[src/prtd_pkg.sv]
// shared types, constants and the microcode table of the prime range tester
`timescale 1ns / 1ps
package prtd_pkg;

    // default internal value width and widest range accepted
    localparam int VALUE_WIDTH_DEF = 16;
    localparam int MAX_SPAN        = 64;
    localparam int PC_W            = 4;

    // status codes of a result
    localparam logic [1:0] STATUS_OK    = 2'd0;
    localparam logic [1:0] STATUS_EMPTY = 2'd1;
    localparam logic [1:0] STATUS_WIDE  = 2'd2;

    // command transaction
    typedef struct packed {
        logic [15:0] range_low;
        logic [15:0] range_high;
    } t_cmd;

    // result transaction
    typedef struct packed {
        logic [15:0] number;
        logic        is_prime;
        logic        last;
        logic [1:0]  status;
    } t_result;

    // datapath operations
    typedef enum logic [3:0] {
        OP_NOP,
        OP_LOAD,
        OP_INIT_NUM,
        OP_DIV_START,
        OP_DIV_STEP,
        OP_NEXT_DIV,
        OP_EMIT_OK,
        OP_INC_NUM,
        OP_EMIT_EMPTY,
        OP_EMIT_WIDE
    } t_op;

    // jump conditions
    typedef enum logic [2:0] {
        CD_NEVER,
        CD_ALWAYS,
        CD_NO_START,
        CD_EMPTY,
        CD_WIDE,
        CD_TEST_DONE,
        CD_DIV_MORE,
        CD_LAST
    } t_cond;

    // one control word
    typedef struct packed {
        t_op             op;
        t_cond           cond;
        logic [PC_W-1:0] target;
    } t_ctrl;

    // program step addresses
    localparam logic [PC_W-1:0] PC_IDLE     = 4'd0;
    localparam logic [PC_W-1:0] PC_CHK_EMPT = 4'd1;
    localparam logic [PC_W-1:0] PC_CHK_WIDE = 4'd2;
    localparam logic [PC_W-1:0] PC_NUM      = 4'd3;
    localparam logic [PC_W-1:0] PC_TEST     = 4'd4;
    localparam logic [PC_W-1:0] PC_DIV_ST   = 4'd5;
    localparam logic [PC_W-1:0] PC_DIV_STEP = 4'd6;
    localparam logic [PC_W-1:0] PC_NEXT_DIV = 4'd7;
    localparam logic [PC_W-1:0] PC_EMIT     = 4'd8;
    localparam logic [PC_W-1:0] PC_INC      = 4'd9;
    localparam logic [PC_W-1:0] PC_EMPTY    = 4'd10;
    localparam logic [PC_W-1:0] PC_WIDE     = 4'd11;

    // microcode rom: jump to target when the condition holds, else step on
    function automatic t_ctrl f_ucode(input logic [PC_W-1:0] pc);
        t_ctrl w;
        w = '{op: OP_NOP, cond: CD_ALWAYS, target: PC_IDLE};
        case (pc)
            PC_IDLE:     w = '{op: OP_LOAD,       cond: CD_NO_START,  target: PC_IDLE};
            PC_CHK_EMPT: w = '{op: OP_NOP,        cond: CD_EMPTY,     target: PC_EMPTY};
            PC_CHK_WIDE: w = '{op: OP_NOP,        cond: CD_WIDE,      target: PC_WIDE};
            PC_NUM:      w = '{op: OP_INIT_NUM,   cond: CD_NEVER,     target: PC_IDLE};
            PC_TEST:     w = '{op: OP_NOP,        cond: CD_TEST_DONE, target: PC_EMIT};
            PC_DIV_ST:   w = '{op: OP_DIV_START,  cond: CD_NEVER,     target: PC_IDLE};
            PC_DIV_STEP: w = '{op: OP_DIV_STEP,   cond: CD_DIV_MORE,  target: PC_DIV_STEP};
            PC_NEXT_DIV: w = '{op: OP_NEXT_DIV,   cond: CD_ALWAYS,    target: PC_TEST};
            PC_EMIT:     w = '{op: OP_EMIT_OK,    cond: CD_LAST,      target: PC_IDLE};
            PC_INC:      w = '{op: OP_INC_NUM,    cond: CD_ALWAYS,    target: PC_NUM};
            PC_EMPTY:    w = '{op: OP_EMIT_EMPTY, cond: CD_ALWAYS,    target: PC_IDLE};
            PC_WIDE:     w = '{op: OP_EMIT_WIDE,  cond: CD_ALWAYS,    target: PC_IDLE};
            default:     w = '{op: OP_NOP,        cond: CD_ALWAYS,    target: PC_IDLE};
        endcase
        return w;
    endfunction

endpackage

[src/prime_range_trial_division.sv]
// Prime range tester: one command gives a range, one result per number of it.
// A command is taken at a clock edge where start is high and busy is low. An
// empty range or one of more than MAX_SPAN numbers gives a single result with
// status set and last high; else each number of the range, in ascending order,
// gives one result with its prime flag, the final one marked by last. Each
// result shows on o_result for one cycle under o_strobe and cannot be held off,
// so the receiver must take it then. Each number n is tested against k trial
// divisors (up to floor(sqrt(n))-1, fewer once a factor shows up), each through
// the bit-serial remainder unit, one quotient bit a cycle. The range checks run
// once per command, ahead of the first number.
`timescale 1ns / 1ps
module prime_range_trial_division #(
    parameter int VALUE_WIDTH = prtd_pkg::VALUE_WIDTH_DEF
) (
    input  logic             i_clk,
    input  logic             i_rst_n,
    input  logic             start,
    input  prtd_pkg::t_cmd   i_cmd,
    output logic             busy,
    output logic             o_strobe,
    output prtd_pkg::t_result o_result
);
    import prtd_pkg::*;

    localparam int SQ_W  = VALUE_WIDTH + 2;
    localparam int CNT_W = $clog2(VALUE_WIDTH + 1);

    // sequencer and datapath registers
    logic [PC_W-1:0]        r_pc, n_pc;
    logic [VALUE_WIDTH-1:0] r_num, n_num;
    logic [VALUE_WIDTH-1:0] r_hi, n_hi;
    logic [VALUE_WIDTH-1:0] r_d, n_d;
    logic [SQ_W-1:0]        r_sq, n_sq;
    logic [VALUE_WIDTH-1:0] r_rem, n_rem;
    logic [VALUE_WIDTH-1:0] r_quo, n_quo;
    logic [CNT_W-1:0]       r_cnt, n_cnt;
    logic                   r_prime, n_prime;
    logic                   r_strobe, n_strobe;
    t_result                r_res, n_res;

    t_ctrl                  w_ctrl;
    logic                   w_take;
    logic                   w_empty;
    logic                   w_wide;
    logic                   w_last;
    logic [VALUE_WIDTH:0]   w_trial;
    logic [VALUE_WIDTH:0]   w_diff;

    assign busy     = (r_pc != PC_IDLE);
    assign o_strobe = r_strobe;
    assign o_result = r_res;

    // range checks and one restoring division step
    assign w_ctrl  = f_ucode(r_pc);
    assign w_empty = (r_num > r_hi);
    assign w_wide  = (32'(r_hi - r_num) >= 32'(MAX_SPAN));
    assign w_last  = (r_num == r_hi);
    assign w_trial = {r_rem, r_quo[VALUE_WIDTH-1]};
    assign w_diff  = w_trial - {1'b0, r_d};

    // jump condition and next step
    always_comb begin
        case (w_ctrl.cond)
            CD_NEVER:     w_take = 1'b0;
            CD_ALWAYS:    w_take = 1'b1;
            CD_NO_START:  w_take = !start;
            CD_EMPTY:     w_take = w_empty;
            CD_WIDE:      w_take = w_wide;
            CD_TEST_DONE: w_take = !r_prime || (r_sq > SQ_W'(r_num));
            CD_DIV_MORE:  w_take = (r_cnt != CNT_W'(1));
            CD_LAST:      w_take = w_last;
            default:      w_take = 1'b1;
        endcase
        n_pc = w_take ? w_ctrl.target : r_pc + PC_W'(1);
    end

    // datapath driven by the control word
    always_comb begin
        n_num    = r_num;
        n_hi     = r_hi;
        n_d      = r_d;
        n_sq     = r_sq;
        n_rem    = r_rem;
        n_quo    = r_quo;
        n_cnt    = r_cnt;
        n_prime  = r_prime;
        n_strobe = 1'b0;
        n_res    = r_res;
        case (w_ctrl.op)
            OP_NOP: begin
            end
            OP_LOAD: begin
                n_num = VALUE_WIDTH'(i_cmd.range_low);
                n_hi  = VALUE_WIDTH'(i_cmd.range_high);
            end
            OP_INIT_NUM: begin
                n_prime = (r_num >= VALUE_WIDTH'(2));
                n_d     = VALUE_WIDTH'(2);
                n_sq    = SQ_W'(4);
            end
            OP_DIV_START: begin
                n_rem = '0;
                n_quo = r_num;
                n_cnt = CNT_W'(VALUE_WIDTH);
            end
            OP_DIV_STEP: begin
                n_rem = w_diff[VALUE_WIDTH] ? w_trial[VALUE_WIDTH-1:0]
                                            : w_diff[VALUE_WIDTH-1:0];
                n_quo = {r_quo[VALUE_WIDTH-2:0], 1'b0};
                n_cnt = r_cnt - CNT_W'(1);
            end
            OP_NEXT_DIV: begin
                if (r_rem == '0) begin
                    n_prime = 1'b0;
                end
                n_d  = r_d + VALUE_WIDTH'(1);
                n_sq = r_sq + SQ_W'({r_d, 1'b1});
            end
            OP_EMIT_OK: begin
                n_strobe = 1'b1;
                n_res    = '{number: 16'(r_num), is_prime: r_prime, last: w_last,
                             status: STATUS_OK};
            end
            OP_INC_NUM: begin
                n_num = r_num + VALUE_WIDTH'(1);
            end
            OP_EMIT_EMPTY: begin
                n_strobe = 1'b1;
                n_res    = '{number: '0, is_prime: 1'b0, last: 1'b1,
                             status: STATUS_EMPTY};
            end
            OP_EMIT_WIDE: begin
                n_strobe = 1'b1;
                n_res    = '{number: '0, is_prime: 1'b0, last: 1'b1,
                             status: STATUS_WIDE};
            end
            default: begin
            end
        endcase
    end

    // control registers
    always_ff @(posedge i_clk) begin
        if (!i_rst_n) begin
            r_pc     <= PC_IDLE;
            r_strobe <= 1'b0;
        end else begin
            r_pc     <= n_pc;
            r_strobe <= n_strobe;
        end
    end

    // payload registers
    always_ff @(posedge i_clk) begin
        r_num   <= n_num;
        r_hi    <= n_hi;
        r_d     <= n_d;
        r_sq    <= n_sq;
        r_rem   <= n_rem;
        r_quo   <= n_quo;
        r_cnt   <= n_cnt;
        r_prime <= n_prime;
        r_res   <= n_res;
    end

endmodule

[config.mk]
export PLATFORM = sky130hd
export DESIGN_NAME = prime_range_trial_division
export DESIGN_NICKNAME = d
export VERILOG_FILES = /design/src/prtd_pkg.sv /design/src/prime_range_trial_division.sv
export SDC_FILE = /design/constraint.sdc
export NUM_CORES = 1
export LEC_CHECK = 0
export ABC_AREA = 1
export ABC_CLOCK_PERIOD_IN_PS = 7590
export BUFFER_PORTS_ARGS = -buffer_cell sky130_fd_sc_hd__buf_2
export CORE_ASPECT_RATIO = 2
export CORE_MARGIN = 10
export CORE_UTILIZATION = 50
export DETAILED_ROUTE_END_ITERATION = 6
export PLACE_DENSITY_LB_ADDON = 0.25
export SLEW_MARGIN = 20
export SYNTH_ARGS = -nofsm -noshare
export SYNTH_HDL_FRONTEND = slang
export SYNTH_SLANG_ARGS = --single-unit
[constraint.sdc]
create_clock -name i_clk -period 7.59 [get_ports i_clk]
set_input_delay 0.3795 -clock i_clk [delete_from_list [all_inputs] [get_ports i_clk]]
set_output_delay 0.3795 -clock i_clk [all_outputs]
set_load 0.02 [all_outputs]
==> metrics.yaml <==
synthesis:
  syn_inst: 1062
  avgSynthCellArea_sq_um: 8.41
  yosys_warnings: 0
  synth.largest_area_cell: "edfxtp_1"
  synth_compound_area_share_pct: 11.8
  ys_seq_elements: 140
  yosys-top-cells-area: "edfxtp_1 (42%), ha_1 (11%), nand2_1 (9.7%), inv_1 (5.7%), nor2_1 (4.8%)"
  synth.net_count: 1174
  synth_edf_count: 124
  yosys.area.top_type_share_pct: 41.7
  yosys.area_share.simple_pct: 22.5
  synth_cell_types: 46
  synthArstFlopShare_pct: 0
  synth_top_family_by_area: "simple AND/OR/NAND/NOR gates"
  synth_common_cells: "nand2_1 (230), inv_1 (136), edfxtp_1 (124)"
  synthXorXnorAreaFrac_pct: 2.75
  muxShareOfSynthArea_pct: 0
  synth_fa_ha_area_share_pct: 11.0
  synth.most_common_cell: "nand2_1"
  synthFlopType: "edfxtp_1"
  synth_area_sq_um: 8930
  synth-seq-area-share_pct: 45.3
power_and_ir_drop:
  p_leak_nw: 4.51
  power_frac_seq_pct: 30.7
  p_sw_mw: 2.00
  p_comb_share_pct: 49.0
  p_per_area_nw_per_um2: 440
  ir_drop_mv: 0.159
  p_int_mw: 2.47
  p_sw_share_pct: 44.7
  clockPowerShare_pct: 20.3
worst_hold_path:
  hold_class: "in2reg"
sta:
  fin_crit_ns: 3.50
  setup_viol: 0
  timing.final.crit_share_pct: 46.1
  slew_violations: 0
  tightestPinTransition_ns: 0.951
  fmax_mhz: 286
  max_slew_margin_pct: 36.4
  hold_violations: 0
  clock_skew_ns: 0.0134
  whs_ns: 0.123
  setup-tns-final_ns: 0
  rsz0062_at_grt: "no"
critical_path:
  start_kind: "flip-flop"
  crit_type: "reg2reg"
  cpMaxStageDelayCell: "edfxtp_1"
  endpoint_kind: "flip-flop"
  crit_chain: "inv_1 > ha_1 > nand2_1 > inv_1 > a21oi_2 > nand2_1 > nand2_1 > nand2_1 > nor2_1 > nand3_1 > nor2_1 > nand3_1 > nand2_2 > nand2_4 > nand3b_1 > nand3_1 > ha_1 > nand2_1 > nand2_1 > nand2_1 > nand2_1"
  worstPathArrival_ns: 3.82
  worstPathRequired_ns: 7.91
  critPathMaxStageDelay_ns: 0.39
  crit_top_cell: "nand2_1"
  cp_max_fo: 7
route:
  dr.pass1.iters: 7
  drc_errors: 0
  routedWlPerCell_um: 18.3
  vias: 7522
  viasPerCell: 5.54
  first_iter_violations: 455
  finalWirelength_um: 24800
  ant_nets: 0
die:
  core_sq_um: 17700
  start_util_pct: 50.5
  ios: 57
  rows: 69
  fp.dieH_um: 209
  dieWidth_um: 114
  dieArea_sq_um: 23900
clock_tree:
  cts_tree: "yes"
  h-tree-depth: 4
  cts.sink_count: 140
  ctsHoldBuffers: 0
  cts_setup_buffers: 0
  clk_path_buf_depth: 2
  insertion_delay_ns: 0.44
  cts_resized: 0
  clk_pin_slew_ns: 0.06
  clock_tree.root_cell: "clkbuf_16"
  cts_made_buffers: 17
global_routing:
  grt_max_degree: 48
  grt_use_total_pct: 21.0
  grt_pass1_vias: 7663
  grt_pass1_wl_um: 38800
  antenna_found_initial: 0
  grt_overflow: 0
cells_and_area:
  stdcell_area_sq_um: 10100
  diodes: 0
  drive_gt1_share_pct: 11.2
  layout.nets: 1243
  area_growth_pct: 13.6
job:
  drv_cap: 0
place:
  place.gp.congestion: 0.932
  detailed_place_hpwl_um: 19500
  place.port_buffers: 56
  placed_area_sq_um: 9520
status:
  status: "finished, final reports clean"
-- stage by stage --
stage	worst slack [ns]	std cells	total power, mW	util, %
floorplan	3.96	1062	2.92	-
global placement	4.24	1324	3.51	53.6
detailed placement	4.20	1325	3.54	53.8
CTS	4.18	1357	4.46	57.3
global route	3.74	1357	4.80	57.3
finish	4.09	1357	4.47	57.3
-- critical path, delay by kind of cell, from the launching register on --
kind / cells / cell delay [ns]
DFF: 1 / 0.39
buffers and inverters: 2 / 0.37
and+or+nand+nor: 16 / 1.66
AOI/OAI and AO/OA: 1 / 0.22
adders and majority gates: 2 / 0.72
-- power groups by stage --
| stage | registers, mW | logic (mW) | clock network [mW] |
|---|---|---|---|
| floorplan | 1.35 | 1.57 | 0 |
| global placement | 1.38 | 2.13 | 0 |
| detailed placement | 1.38 | 2.16 | 0 |
| CTS | 1.37 | 2.18 | 0.910 |
| global route | 1.40 | 2.47 | 0.936 |
| finish | 1.37 | 2.19 | 0.905 |
-- per-layer routing --
metal,track usage [%],up-vias,part of all wire [%]
met2,41.1,216,57
met3,4.25,76,4.2
met5,0,-,0
met4,11.3,0,5.1
met1,18.8,3475,34
li1,-,3755,-
-- sequential cells by signal (all words and copies together), names as in the netlist --
register and cells:
w_ctrl 11, r_quo 16, o_strobe 1, r_prime 1, r_cnt 5, r_d 16
r_hi 16, r_num 16, r_sq 18, o_result 20, r_rem 16, r_pc 4
-- cells in the final DEF (no fill, tap or decap), types with 10 or more instances in the layout --
| master | instances |
|---|---|
| nor3_1 | 18 |
| clkbuf_16 | 17 |
| edfxtp_1 | 124 |
| ha_1 | 75 |
| nand2_1 | 230 |
| xor2_1 | 21 |
| dfxtp_1 | 16 |
| nor2_1 | 115 |
| nand3_1 | 60 |
| buf_2 | 56 |
| a21oi_1 | 80 |
| inv_1 | 136 |
| o21ai_0 | 68 |
| o21ai_1 | 10 |
-- cell families (layout without fill, tap and decap cells) --
kind of cell,count (synthesis),after routing
adder cells (fa/ha/maj),77,77
flip-flops,140,140
buffers and inverters,155,237
AO/OA/AOI/OAI,192,192
XOR/XNOR,28,28
AND/OR/NAND/NOR,470,470
-- final cells by class --
cell class                 instances  area [sq um]
tap                              213           267
clock inverter                    13           198
timing repair buffer              64           360
fill                            1608          7550
clock buffer                      19           433
sequential                       140          4040
inverter                         141           529
multi-input combinational        767          4320
-- worst paths after layout --
kind / from / end / slack, ns / cells after the start
worst min-delay path: i_cmd[8] / r_hi[8] / 0.12 / 1
worst max register to register: r_num[5] / w_ctrl[1] / 4.09 / 21
worst max-delay path: r_num[5] / w_ctrl[1] / 4.09 / 21
worst min register to register: r_quo[2] / r_quo[3] / 0.53 / 2
Power figures use the tool's default switching activity.
